**src/hdl/pt100_pkg.sv**
```systemverilog
// ----------------------------------------------------------------------------
// pt100_pkg
// Shared codes, register indexes and control structs for the pt100 unit.
// ----------------------------------------------------------------------------
package pt100_pkg;

   // register indexes on the csr port
   localparam logic [2:0] REG_CAL_ONE   = 3'd0;
   localparam logic [2:0] REG_CAL_TWO   = 3'd1;
   localparam logic [2:0] REG_CAL_THREE = 3'd2;
   localparam logic [2:0] REG_QUAD_A    = 3'd3;
   localparam logic [2:0] REG_LIN_B     = 3'd4;
   localparam logic [2:0] REG_CONST_C   = 3'd5;

   // result status codes
   localparam logic [1:0] STS_OK      = 2'd0;
   localparam logic [1:0] STS_BANDGAP = 2'd1;
   localparam logic [1:0] STS_EXTREME = 2'd2;
   localparam logic [1:0] STS_NO_ROOT = 2'd3;

   // coefficient reset values
   localparam logic [31:0] RST_QUAD_A  = 32'hFFFC_3718;
   localparam logic [23:0] RST_LIN_B   = 24'd6556985;
   localparam logic [24:0] RST_CONST_C = 25'd6553600;

   // reading limits
   localparam logic [9:0]  BANDGAP_MIN = 10'd550;
   localparam logic [9:0]  BANDGAP_MAX = 10'd700;
   localparam logic [9:0]  QUICK_MIN   = 10'd5;
   localparam logic [9:0]  QUICK_MAX   = 10'd1018;
   localparam logic [10:0] SUM_MIN     = 11'd10;
   localparam logic [10:0] SUM_MAX     = 11'd2036;

   // iteration counts, minus one
   localparam logic [4:0] SQRT_LAST = 5'd31;
   localparam logic [4:0] DIV_LAST  = 5'd18;

   typedef struct packed {
      logic load_in;
      logic check;
      logic mul_lo;
      logic mul_hi;
      logic disc;
      logic sqrt_step;
      logic prep_num;
      logic prep_div;
      logic div_step;
      logic finish;
      logic load_out;
   } cmd_type;

   typedef struct packed {
      logic early_exit;
      logic disc_fail;
   } sts_type;

endpackage

```
**src/hdl/pt100_ctrl.sv**
```systemverilog
// ----------------------------------------------------------------------------
// pt100_ctrl
// Sequencer: steps the datapath through check, multiply, root and divide,
// and owns the input and output handshakes.
// ----------------------------------------------------------------------------
module pt100_ctrl (
   input  logic               clock,
   input  logic               reset,
   input  logic               req_valid,
   output logic               req_ready,
   output logic               rsp_valid,
   input  logic               rsp_ready,
   output pt100_pkg::cmd_type cmd,
   input  pt100_pkg::sts_type sts
);
   import pt100_pkg::*;

   localparam logic [3:0] S_IDLE  = 4'd0;
   localparam logic [3:0] S_CHECK = 4'd1;
   localparam logic [3:0] S_MULLO = 4'd2;
   localparam logic [3:0] S_MULHI = 4'd3;
   localparam logic [3:0] S_DISC  = 4'd4;
   localparam logic [3:0] S_SQRT  = 4'd5;
   localparam logic [3:0] S_PREPN = 4'd6;
   localparam logic [3:0] S_PREPD = 4'd7;
   localparam logic [3:0] S_DIV   = 4'd8;
   localparam logic [3:0] S_FIN   = 4'd9;
   localparam logic [3:0] S_DONE  = 4'd10;

   logic [3:0] state_ff, state_in;
   logic [4:0] cnt_ff, cnt_in;
   logic       rsp_valid_ff, rsp_valid_in;
   logic       out_free;

   assign out_free  = !rsp_valid_ff || rsp_ready;
   assign req_ready = (state_ff == S_IDLE);
   assign rsp_valid = rsp_valid_ff;

   // next state and commands
   always_comb begin
      state_in = state_ff;
      cnt_in   = cnt_ff;
      cmd      = '0;
      case (state_ff)
         S_IDLE: begin
            if (req_valid) begin
               cmd.load_in = 1'b1;
               state_in    = S_CHECK;
            end
         end
         S_CHECK: begin
            cmd.check = 1'b1;
            state_in  = sts.early_exit ? S_DONE : S_MULLO;
         end
         S_MULLO: begin
            cmd.mul_lo = 1'b1;
            state_in   = S_MULHI;
         end
         S_MULHI: begin
            cmd.mul_hi = 1'b1;
            state_in   = S_DISC;
         end
         S_DISC: begin
            cmd.disc = 1'b1;
            cnt_in   = SQRT_LAST;
            state_in = sts.disc_fail ? S_DONE : S_SQRT;
         end
         S_SQRT: begin
            cmd.sqrt_step = 1'b1;
            cnt_in        = cnt_ff - 5'd1;
            if (cnt_ff == '0) state_in = S_PREPN;
         end
         S_PREPN: begin
            cmd.prep_num = 1'b1;
            state_in     = S_PREPD;
         end
         S_PREPD: begin
            cmd.prep_div = 1'b1;
            cnt_in       = DIV_LAST;
            state_in     = S_DIV;
         end
         S_DIV: begin
            cmd.div_step = 1'b1;
            cnt_in       = cnt_ff - 5'd1;
            if (cnt_ff == '0) state_in = S_FIN;
         end
         S_FIN: begin
            cmd.finish = 1'b1;
            state_in   = S_DONE;
         end
         S_DONE: begin
            if (out_free) begin
               cmd.load_out = 1'b1;
               state_in     = S_IDLE;
            end
         end
         default: state_in = S_IDLE;
      endcase
   end

   // output beat holds until taken
   assign rsp_valid_in = cmd.load_out || (rsp_valid_ff && !rsp_ready);

   always_ff @(posedge clock) begin
      if (reset) begin
         state_ff     <= S_IDLE;
         cnt_ff       <= '0;
         rsp_valid_ff <= 1'b0;
      end else begin
         state_ff     <= state_in;
         cnt_ff       <= cnt_in;
         rsp_valid_ff <= rsp_valid_in;
      end
   end

endmodule

```
**config.mk**
```make
export PLATFORM = sky130hd
export DESIGN_NAME = pt100_ctrl
export DESIGN_NICKNAME = d
export VERILOG_FILES = /design/src/hdl/pt100_pkg.sv /design/src/hdl/pt100_ctrl.sv
export SDC_FILE = /design/constraint.sdc
export NUM_CORES = 1
export LEC_CHECK = 0
export ABC_AREA = 1
export BUFFER_PORTS_ARGS = -buffer_cell sky130_fd_sc_hd__buf_2
export CORE_MARGIN = 5
export CORE_UTILIZATION = 35
export DETAILED_ROUTE_END_ITERATION = 12
export GPL_TIMING_DRIVEN = 1
export PLACE_DENSITY = 0.55
export SLEW_MARGIN = 10
export SYNTH_ARGS = -nofsm -noshare
export SYNTH_HDL_FRONTEND = slang
export SYNTH_SLANG_ARGS = --single-unit
```
**constraint.sdc**
```tcl
create_clock -name clock -period 1.1 [get_ports clock]
set_input_delay 0.11 -clock clock [delete_from_list [all_inputs] [get_ports clock]]
set_output_delay 0.11 -clock clock [all_outputs]
set_load 0.005 [all_outputs]
```
-- Word-level counts from Yosys, hierarchy flattened
Index checks and enable logic that the tools add are counted.
- bits in registers: 10
- output and inout bits: 13
- add/subtract/negate cells: 1
- equality and inequality tests: 14
- muxes and demuxes: 21
- reduce and logical (&&, ||, !) cells: 10
- operators by type and width (cell ; number):
    4-bit one-hot mux with 11 select lines ; 1
    4-bit 2-to-1 mux ; 6
    4-bit by 3-bit == test with 1-bit output, second input constant ; 4
    5-bit one-hot mux with 3 select lines ; 1
    1-bit 2-to-1 mux ; 13
    4-bit == test, second input constant ; 3
    4-bit by 2-bit == test with 1-bit output, second input constant ; 2
    2-bit != test, second input constant ; 4
    5-bit zero test ; 1
    5-bit by 1-bit subtractor with 5-bit output, second input constant ; 1
    4-bit by 1-bit == test with 1-bit output, second input constant ; 1
    4-bit zero test ; 1
    4-bit AND reduction ; 1
    3-bit nonzero test ; 1
    1-bit zero test ; 2
    1-bit logical OR ; 2
    2-bit OR reduction ; 1
    1-bit logical AND ; 1

-- Logic depth before layout (Yosys ltp)
Gate-level depths: netlist of the first run.
- depth after elaboration: 5
- mapped depth: 10
- gate-level depth less buffers: 10

-- Worst setup path after synthesis of the first run
OpenSTA, ideal clock, no wires.
- kind: register -> register
- from: register cnt_ff[0]
- to: register state_ff[3]
- setup time: 0.070 ns
- arrival time: 1.098 ns
- data required time: 1.030 ns
- path slack: -0.067 ns
- stages on the path, launching flop included: 11
- cells stage by stage: dfxtp_1 -> inv_1 -> ha_1 -> inv_1 -> nor2_1 -> nand2_1 -> nand2_1 -> nand2_2 -> nor2_4 -> nand2_1 -> a21oi_1
- longest elaborated chain between the ends: 3
- elaborated cells between the ends (all ways): 4
- RTL lines (what ; line ; RTL):
    start: declaration ; pt100_ctrl.sv:31 ; logic [4:0] cnt_ff, cnt_in;
    start signal: assignment ; pt100_ctrl.sv:111 ; cnt_ff <= cnt_in;
    5-bit zero test (*) ; pt100_ctrl.sv:71, pt100_ctrl.sv:85 ;
    2-bit != test (no line) ; n/a ;
    4-bit AND reduction (no line) (*) ; n/a ;
    end signal: assignment ; pt100_ctrl.sv:110 ; state_ff <= state_in;
    end: declaration ; pt100_ctrl.sv:30 ; logic [3:0] state_ff, state_in;
Mark *: on every way between the ends. The rest lies on a longest branch, timed or not.
A chain may end at the register's enable or synchronous reset.

==> out/results.tsv, run 1 <==
metric	value	unit
status	finished with violations	
failing checks	setup timing	
# hold bufs at CTS	0	
Clock Skew	0.00699	ns
global route overflow	0	
drc violations	0	
Arrival @ worst endpoint	1.23	ns
Highest Signal Layer	met4	
Worst-Margin Slew	0.240	ns
Worst Hold Path EP	state_ff[3]	
DP Area	1020	µm²
synth top area cells	dfxtp_1 (26%), nand2_1 (13%), inv_1 (10%)	
hold path start	reset	
CTS Sinks	10	
fin crit share	122	%
wire length on met2	1370	µm
initial antenna violation count	0	
first-pass GRT wire length	4080	µm
Commonest cells post-synth	nand2_1 (27), inv_1 (21), nor2_1 (15), dfxtp_1 (10), a21oi_1 (7)	
Worst setup SP type	flip-flop	
Die ar.	3240	µm²
Worst slew margin	83.9	%
setup TNS	-3.21	ns
CP required	0.99	ns
Synth cell types	19	
reg2reg setup slack	-0.22	ns
Reg2Reg Depth	8	
final worst path period need	1.34	ns
GRT Overall Usage	15.7	%
Avg Cell Area, Syn	6.17	µm²
Max Cap Viol	0	
area grow syn2layout	71.9	%
Top FF cell, synth	dfxtp_1	
CTS tree	done	
Crit Reg-Reg Endpoint	state_ff[1]	
Synth top area share	26.0	%
area leader, netlist	dfxtp_1	
ys async rst share	0	%
hpwl dp	1680	µm
n_diodes	0	
CTS buffer count	3	
Tot Pwr	3.21	mW
row cnt	17	
RSZ-0062 raised after global routing	true	
fin nets	182	
fin cells	201	
Worst-path clk slew	0.08	ns
vias in the first global route	962	
worst setup path class	reg2out	
average routed wire per standard cell	12.5	µm
DRT met1 WL	1010	µm
Die Span Y	56.9	µm
Final setup viols	21	
Bufs on Longest Clock Path	2	
PwrDens	2420	nW/µm²
Net Count, Synth	133	
crit path max fanout	5	
Final WS setup	-0.241	ns
core area	2150	µm²
crit end category	output pin	
top-count cell post-synth	nand2_1	
Synth Register Bits	10	
warnings from Yosys	0	
Max Fclk	746	MHz
Clock Latency Late Sink	0.27	ns
Pins Over Slew Limit	0	
share of layout cells above drive strength 1	57.2	%
FF-to-FF Start	state_ff[3]	
mapped cell area	771	µm²
Clock Tree Root	clkbuf_4	
largest net degree at the start of global routing	7	
final RePlAce weighted congestion	0.880	
Hold Vio Cnt, Final	0	
cell leakage power	0.698	nW
Placed Cells incl. Taps	187	
WHS	0.0920	ns
sequential-to-total area share from yosys stat	26.0	%
Routed Antenna Nets	0	
fin util	61.7	%
TritonRoute pass-1 iters	4	
type of the worst min-delay path	in2reg	
Met3 Wirelength	98	µm
H-tree depth	1	
Max rail drop VDD	1780	µV
worst hold stages	2	
vias per inst	4.78	
Port Buffers	18	
DRT Wirelength	2500	µm
Initial Util	35.9	%
number of flops mapped to enable cells by yosys	0	
I/O Pins	19	
DRT iter0 DRCs	19	
routed via count	961	
cell area after layout	1330	µm²
die width	56.9	µm
Mapped Cells	125	
Place WS	-0.136	ns
[repair_timing]
item | CTS | global route
setup endpoints to repair | 21 | 21
gates resized for setup | 22 | 35
buffers inserted | 8 | 2
pin swaps | 8 | 9
[kinds of logic after synthesis]
family | Yosys count | synth area share, %
simple gates | 70 | 46.8
compound gates | 16 | 10.9
buf+inv | 27 | 13.1
fa+ha+maj | 2 | 3.25
flops | 10 | 26.0
[worst max-delay path, cell delays in order, from the launching register on]
cell and delay (ns):
dfxtp_4 0.39, nor2_4 0.15, inv_2 0.06, buf_6 0.12
nor3_2 0.10, buf_2 0.13
[cells in the final DEF (no fill, tap or decap)]
cell	synthesis	routed
nand2_1	27	20
buf_4	0	19
inv_1	21	17
buf_2	0	17
nor2_4	4	11
nor2_1	15	11
nand2_2	5	8
buf_6	0	8
nand2_4	3	6
inv_2	6	5
nand3_1	5	5
o21ai_1	4	5
a21oi_1	7	5
dfxtp_1	10	5
dfxtp_4	0	4
inv_4	0	3
nand4_1	3	3
clkbuf_4	0	3
inv_6	0	2
nor3_2	0	2
nor2_2	5	2
a21oi_2	0	2
o21ai_2	0	2
nand2_8	0	1
nand3b_1	1	1
o211ai_1	1	1
a31oi_1	1	1
ha_4	0	1
ha_2	0	1
clkbuf_8	0	1
dfxtp_2	0	1
[power by group]
part	internal (mW)	total (mW)	leakage (nW)	switching [mW]
registers	0.506	0.705	0.0847	0.199
logic	1.01	2.16	0.592	1.15
clock network	0.201	0.343	0.0210	0.142
total	1.71	3.21	0.698	1.49
[metal layers]
| layer | vias to the layer above | GRT usage [%] |
|---|---|---|
| met5 | - | 0 |
| met4 | 0 | 4.64 |
| met3 | 5 | 3.91 |
| met2 | 27 | 29.0 |
| met1 | 445 | 17.6 |
| li1 | 484 | - |
[flip-flops by register name, indices dropped and copies added, names as in the netlist]
| name | cells |
|---|---|
| cnt_ff | 5 |
| state_ff | 4 |
| rsp_valid | 1 |
[worst max-delay path by stage]
stage                           start     endpoint  slack (ns)
after floorplan             cnt_ff[0]  state_ff[3]       -0.04
after global placement      cnt_ff[0]  state_ff[3]       -0.15
after detailed placement    cnt_ff[0]  state_ff[3]       -0.14
after CTS                 state_ff[3]       cmd[8]       -0.26
after global routing      state_ff[2]       cmd[8]       -0.31
final                     state_ff[2]       cmd[8]       -0.24
[final cells by class]
class | count | area (µm²)
Clock buffer | 4 | 36.3
Fill cell | 188 | 823
Inverter | 27 | 119
Multi-Input combinational cell | 88 | 601
Sequential cell | 10 | 216
Tap cell | 28 | 35.0
Timing Repair Buffer | 44 | 318
Power figures use the tool's default switching activity.
==> run 2: changes to the inputs <==
- PLACE_DENSITY: 0.55 -> 0.53
- SETUP_SLACK_MARGIN: unset -> 0.4
- SLEW_MARGIN: 10 -> 25
- clock period: 1.1 -> 1.71 ns (I/O delays scaled with it)
==> run 2 against run 1 <==
Net effect:
- largest cell class unchanged
- utilization is 11 points lower
- flip-flop and latch count unchanged
- sequential share of layout area increased by 3.6 points
- largest power group unchanged
- the flow now finishes without violations
- die area stayed put
- critical path type unchanged
==> out/results.tsv, run 2 (synthesis gave the netlist of run 1 again) <==
metric	value	unit
status	finished clean	
drc violations	0	
Clock Skew	0.00503	ns
CTS buffer count	3	
cell leakage power	0.578	nW
Top reg by flops	cnt_ff	
Clock Tree Root	clkbuf_4	
routed via count	835	
slowest stage cell, crit path	dfxtp_4	
largest net degree at the start of global routing	7	
fin nets	164	
RSZ-0062 raised after global routing	true	
vias in the first global route	783	
fin crit share	77.4	%
I/O Pins	19	
Clock Latency Late Sink	0.26	ns
crit path max fanout	5	
Worst-Margin Slew	0.179	ns
Initial Util	35.9	%
global route overflow	0	
Max Cap Viol	0	
type of the worst min-delay path	in2reg	
row cnt	17	
Routed Antenna Nets	0	
TritonRoute pass-1 iters	4	
share of layout cells above drive strength 1	46.1	%
Max rail drop VDD	797	µV
worst path cell trace	inv_6 > nor2_4 > nand2_2 > nor2_1 > buf_2	
Max Fclk	756	MHz
delay-heaviest family, CP	flip-flops	
DRT iter0 DRCs	7	
Die ar.	3240	µm²
hpwl dp	1580	µm
final worst path period need	1.32	ns
commonest cells after routing, fill and taps aside	nand2_1 (22), inv_1 (19), buf_2 (18)	
CP max stage delay	0.40	ns
average routed wire per standard cell	11.4	µm
Port Buffers	18	
Arrival @ worst endpoint	1.15	ns
crit end category	output pin	
PwrDens	1510	nW/µm²
core area	2150	µm²
initial antenna violation count	0	
Worst slew margin	88.0	%
# hold bufs at CTS	0	
Die Span Y	56.9	µm
Crit path buffers/inverters	2	
n_diodes	0	
H-tree depth	1	
area grow syn2layout	40.9	%
max reg flops	5	
DRT Wirelength	2070	µm
GRT Overall Usage	13.0	%
CTS tree	done	
Worst setup SP type	flip-flop	
vias per inst	4.59	
most common cell after layout, fill and taps aside	nand2_1	
first-pass GRT wire length	3350	µm
Hold Vio Cnt, Final	0	
worst setup path class	reg2out	
CTS Sinks	10	
fin util	50.6	%
final RePlAce weighted congestion	0.888	
die width	56.9	µm
Worst-path clk slew	0.06	ns
reg2reg setup slack	0.45	ns
Pins Over Slew Limit	0	
Bufs on Longest Clock Path	2	
setup TNS	0	ns
Final setup viols	0	
CP required	1.54	ns
## run 2: worst register-to-register path: cells and delay by family, from the launching register on
kind | cells | cell delay (ns)
AO/OA/AOI/OAI | 1 | 0.13
adder cells (fa/ha/maj) | 1 | 0.13
buffers and inverters | 2 | 0.10
flip-flops | 1 | 0.33
AND/OR/NAND/NOR | 6 | 0.50
## run 2: area by class of cell
class | count | area, µm²
Sequential cell | 10 | 216
Fill cell | 232 | 1060
Multi-Input combinational cell | 88 | 548
Tap cell | 28 | 35.0
Inverter | 27 | 114
Timing Repair Buffer | 26 | 150
Clock buffer | 3 | 22.5
## run 2: where the power goes
part | switching (mW) | internal [mW]
Sequential | 0.124 | 0.326
Clock | 0.0813 | 0.0813
Combinational | 0.604 | 0.426
Total | 0.809 | 0.833
## run 2: what timing repair did
action	4_1_cts	5_1_grt
setup buffers	0	8
endpoints found under the hold margin	0	0
pin swaps	1	7
resized for setup	10	28
setup endpoints to repair	14	18
## run 2: final timing paths
| check | from | end | depth (start not counted) |
|---|---|---|---|
| min | reset | state_ff[0] | 2 |
| max reg2reg | cnt_ff[0] | state_ff[0] | 10 |
| max | state_ff[1] | cmd[0] | 5 |
| min reg2reg | cnt_ff[1] | cnt_ff[1] | 2 |
## run 2: through the flow
| step | total power [mW] | setup slack [ns] | hold WS (ns) | area, µm² | std cells |
|---|---|---|---|---|---|
| 2_1_floorplan | 1.01 | 0.543 | 0.240 | 771 | 125 |
| 3_3_place_gp | 1.23 | 0.404 | 0.433 | 896 | 171 |
| 3_5_place_dp | 1.22 | 0.399 | 0.430 | 896 | 171 |
| 4_1_cts | 1.43 | 0.385 | 0.144 | 942 | 174 |
| 5_1_grt | 1.80 | 0.339 | 0.139 | 1090 | 182 |
| 6_report | 1.64 | 0.387 | 0.140 | 1090 | 182 |
## run 2: per-layer routing
metal	wire (µm)	global-route usage, %	vias up
met5	0	0	-
met4	35	1.99	0
met3	92	3.68	4
met2	1080	23.8	17
met1	857	15.1	367
li1	-	-	447
==> run 3: changes to the inputs <==
- PLACE_DENSITY: 0.53 -> 0.55
- clock period: 1.71 -> 1.1 ns (I/O delays scaled with it)
==> run 3 against run 2 <==
Net effect:
- the flow now finishes with violations (setup timing)
- non-clock buffer count increased by 27
- die area is the same
- sequential power rose by 49%
- flip-flop and latch count stayed put
- clock-buffer cell count grew 1
- critical path type unchanged
- largest cell class unchanged
==> out/results.tsv, run 3 (synthesis gave the netlist of run 1 again) <==
metric	value	unit
reg2reg setup slack	-0.18	ns
Final WS setup	-0.229	ns
fin crit share	121	%
Worst-Margin Slew	0.209	ns
Clock Latency Late Sink	0.27	ns
failing checks	setup timing	
n_diodes	0	
crit end category	output pin	
max reg flops	5	
Max Fclk	753	MHz
delay-heaviest family, CP	flip-flops	
hpwl dp	1810	µm
RSZ-0062 raised after global routing	true	
WHS	0.0719	ns
average routed wire per standard cell	12.5	µm
share of layout cells above drive strength 1	63.2	%
Hold Vio Cnt, Final	0	
fin nets	191	
Routed Antenna Nets	0	
CTS buffer count	3	
initial antenna violation count	0	
Crit path buffers/inverters	2	
Pins Over Slew Limit	0	
Port Buffers	18	
Die Span Y	56.9	µm
commonest cells after routing, fill and taps aside	buf_4 (25), nand2_1 (18), inv_1 (14), buf_2 (14), buf_6 (14)	
most common cell after layout, fill and taps aside	buf_4	
DRT iter0 DRCs	69	
Arrival @ worst endpoint	1.22	ns
H-tree depth	1	
crit path max fanout	5	
slowest stage cell, crit path	dfxtp_4	
# hold bufs at CTS	0	
TritonRoute pass-1 iters	4	
CTS Sinks	10	
Place WS	-0.188	ns
vias in the first global route	918	
Tot Pwr	3.55	mW
worst setup path class	reg2out	
Die ar.	3240	µm²
routed via count	972	
worst path cell trace	buf_4 > nor2_4 > nand2_2 > nor2_1 > buf_2	
Worst-path clk slew	0.07	ns
Bufs on Longest Clock Path	2	
I/O Pins	19	
PwrDens	2450	nW/µm²
die width	56.9	µm
drc violations	0	
Max rail drop VDD	1470	µV
vias per inst	4.63	
CP max stage delay	0.38	ns
largest net degree at the start of global routing	7	
global route overflow	0	
area grow syn2layout	87.7	%
final RePlAce weighted congestion	0.864	
Clock Tree Root	clkbuf_4	
DRT Wirelength	2620	µm
Initial Util	35.9	%
cell leakage power	0.762	nW
CP required	0.99	ns
GRT Overall Usage	16.5	%
Worst setup SP type	flip-flop	
status	finished with violations	
core area	2150	µm²
final worst path period need	1.33	ns
first-pass GRT wire length	4150	µm
Top reg by flops	cnt_ff	
Max Cap Viol	0	
row cnt	17	
CTS tree	done	
Final setup viols	21	
Clock Skew	0.00741	ns
Worst slew margin	86.1	%
setup TNS	-3.20	ns
type of the worst min-delay path	in2reg	
run 3: what timing repair did:
item,CTS,global route
gates resized for setup,32,29
setup endpoints to repair,23,23
pin swaps,11,6
gates cloned,0,0
buffers inserted,13,6
run 3: report_power, final:
group	leakage (nW)	switching, mW	internal, mW
Clock	0.0150	0.135	0.140
Combinational	0.662	1.28	1.32
Sequential	0.0852	0.165	0.506
run 3: per-stage QoR:
stage          cell area (µm²)  std cells  util [%]
4_1_cts                   1290        204      60.1
3_3_place_gp              1050        187      49.0
5_1_grt                   1450        210      67.3
2_1_floorplan              808        125         -
3_5_place_dp              1050        187      49.0
6_report                  1450        210      67.3
run 3: layer usage:
metal	vias up	wire (µm)	track usage [%]
met3	6	107	2.07
met4	0	83	9.60
met1	440	1000	18.3
li1	505	-	-
met2	21	1420	29.9
met5	-	0	0
run 3: final cells by class:
type	instances	area (µm²)
fillers	176	702
repair buffers	53	415
clock buffers	4	26.3
multi-input cells	88	633
flip-flops and latches	10	218
well taps	28	35.0
inverters	27	119
run 3: final timing paths:
check	from	end	cells after the start
setup / recovery	state_ff[0]	cmd[0]	5
hold / removal	reset	state_ff[1]	2
setup reg to reg	cnt_ff[0]	state_ff[1]	10
hold reg to reg	cnt_ff[4]	cnt_ff[4]	2
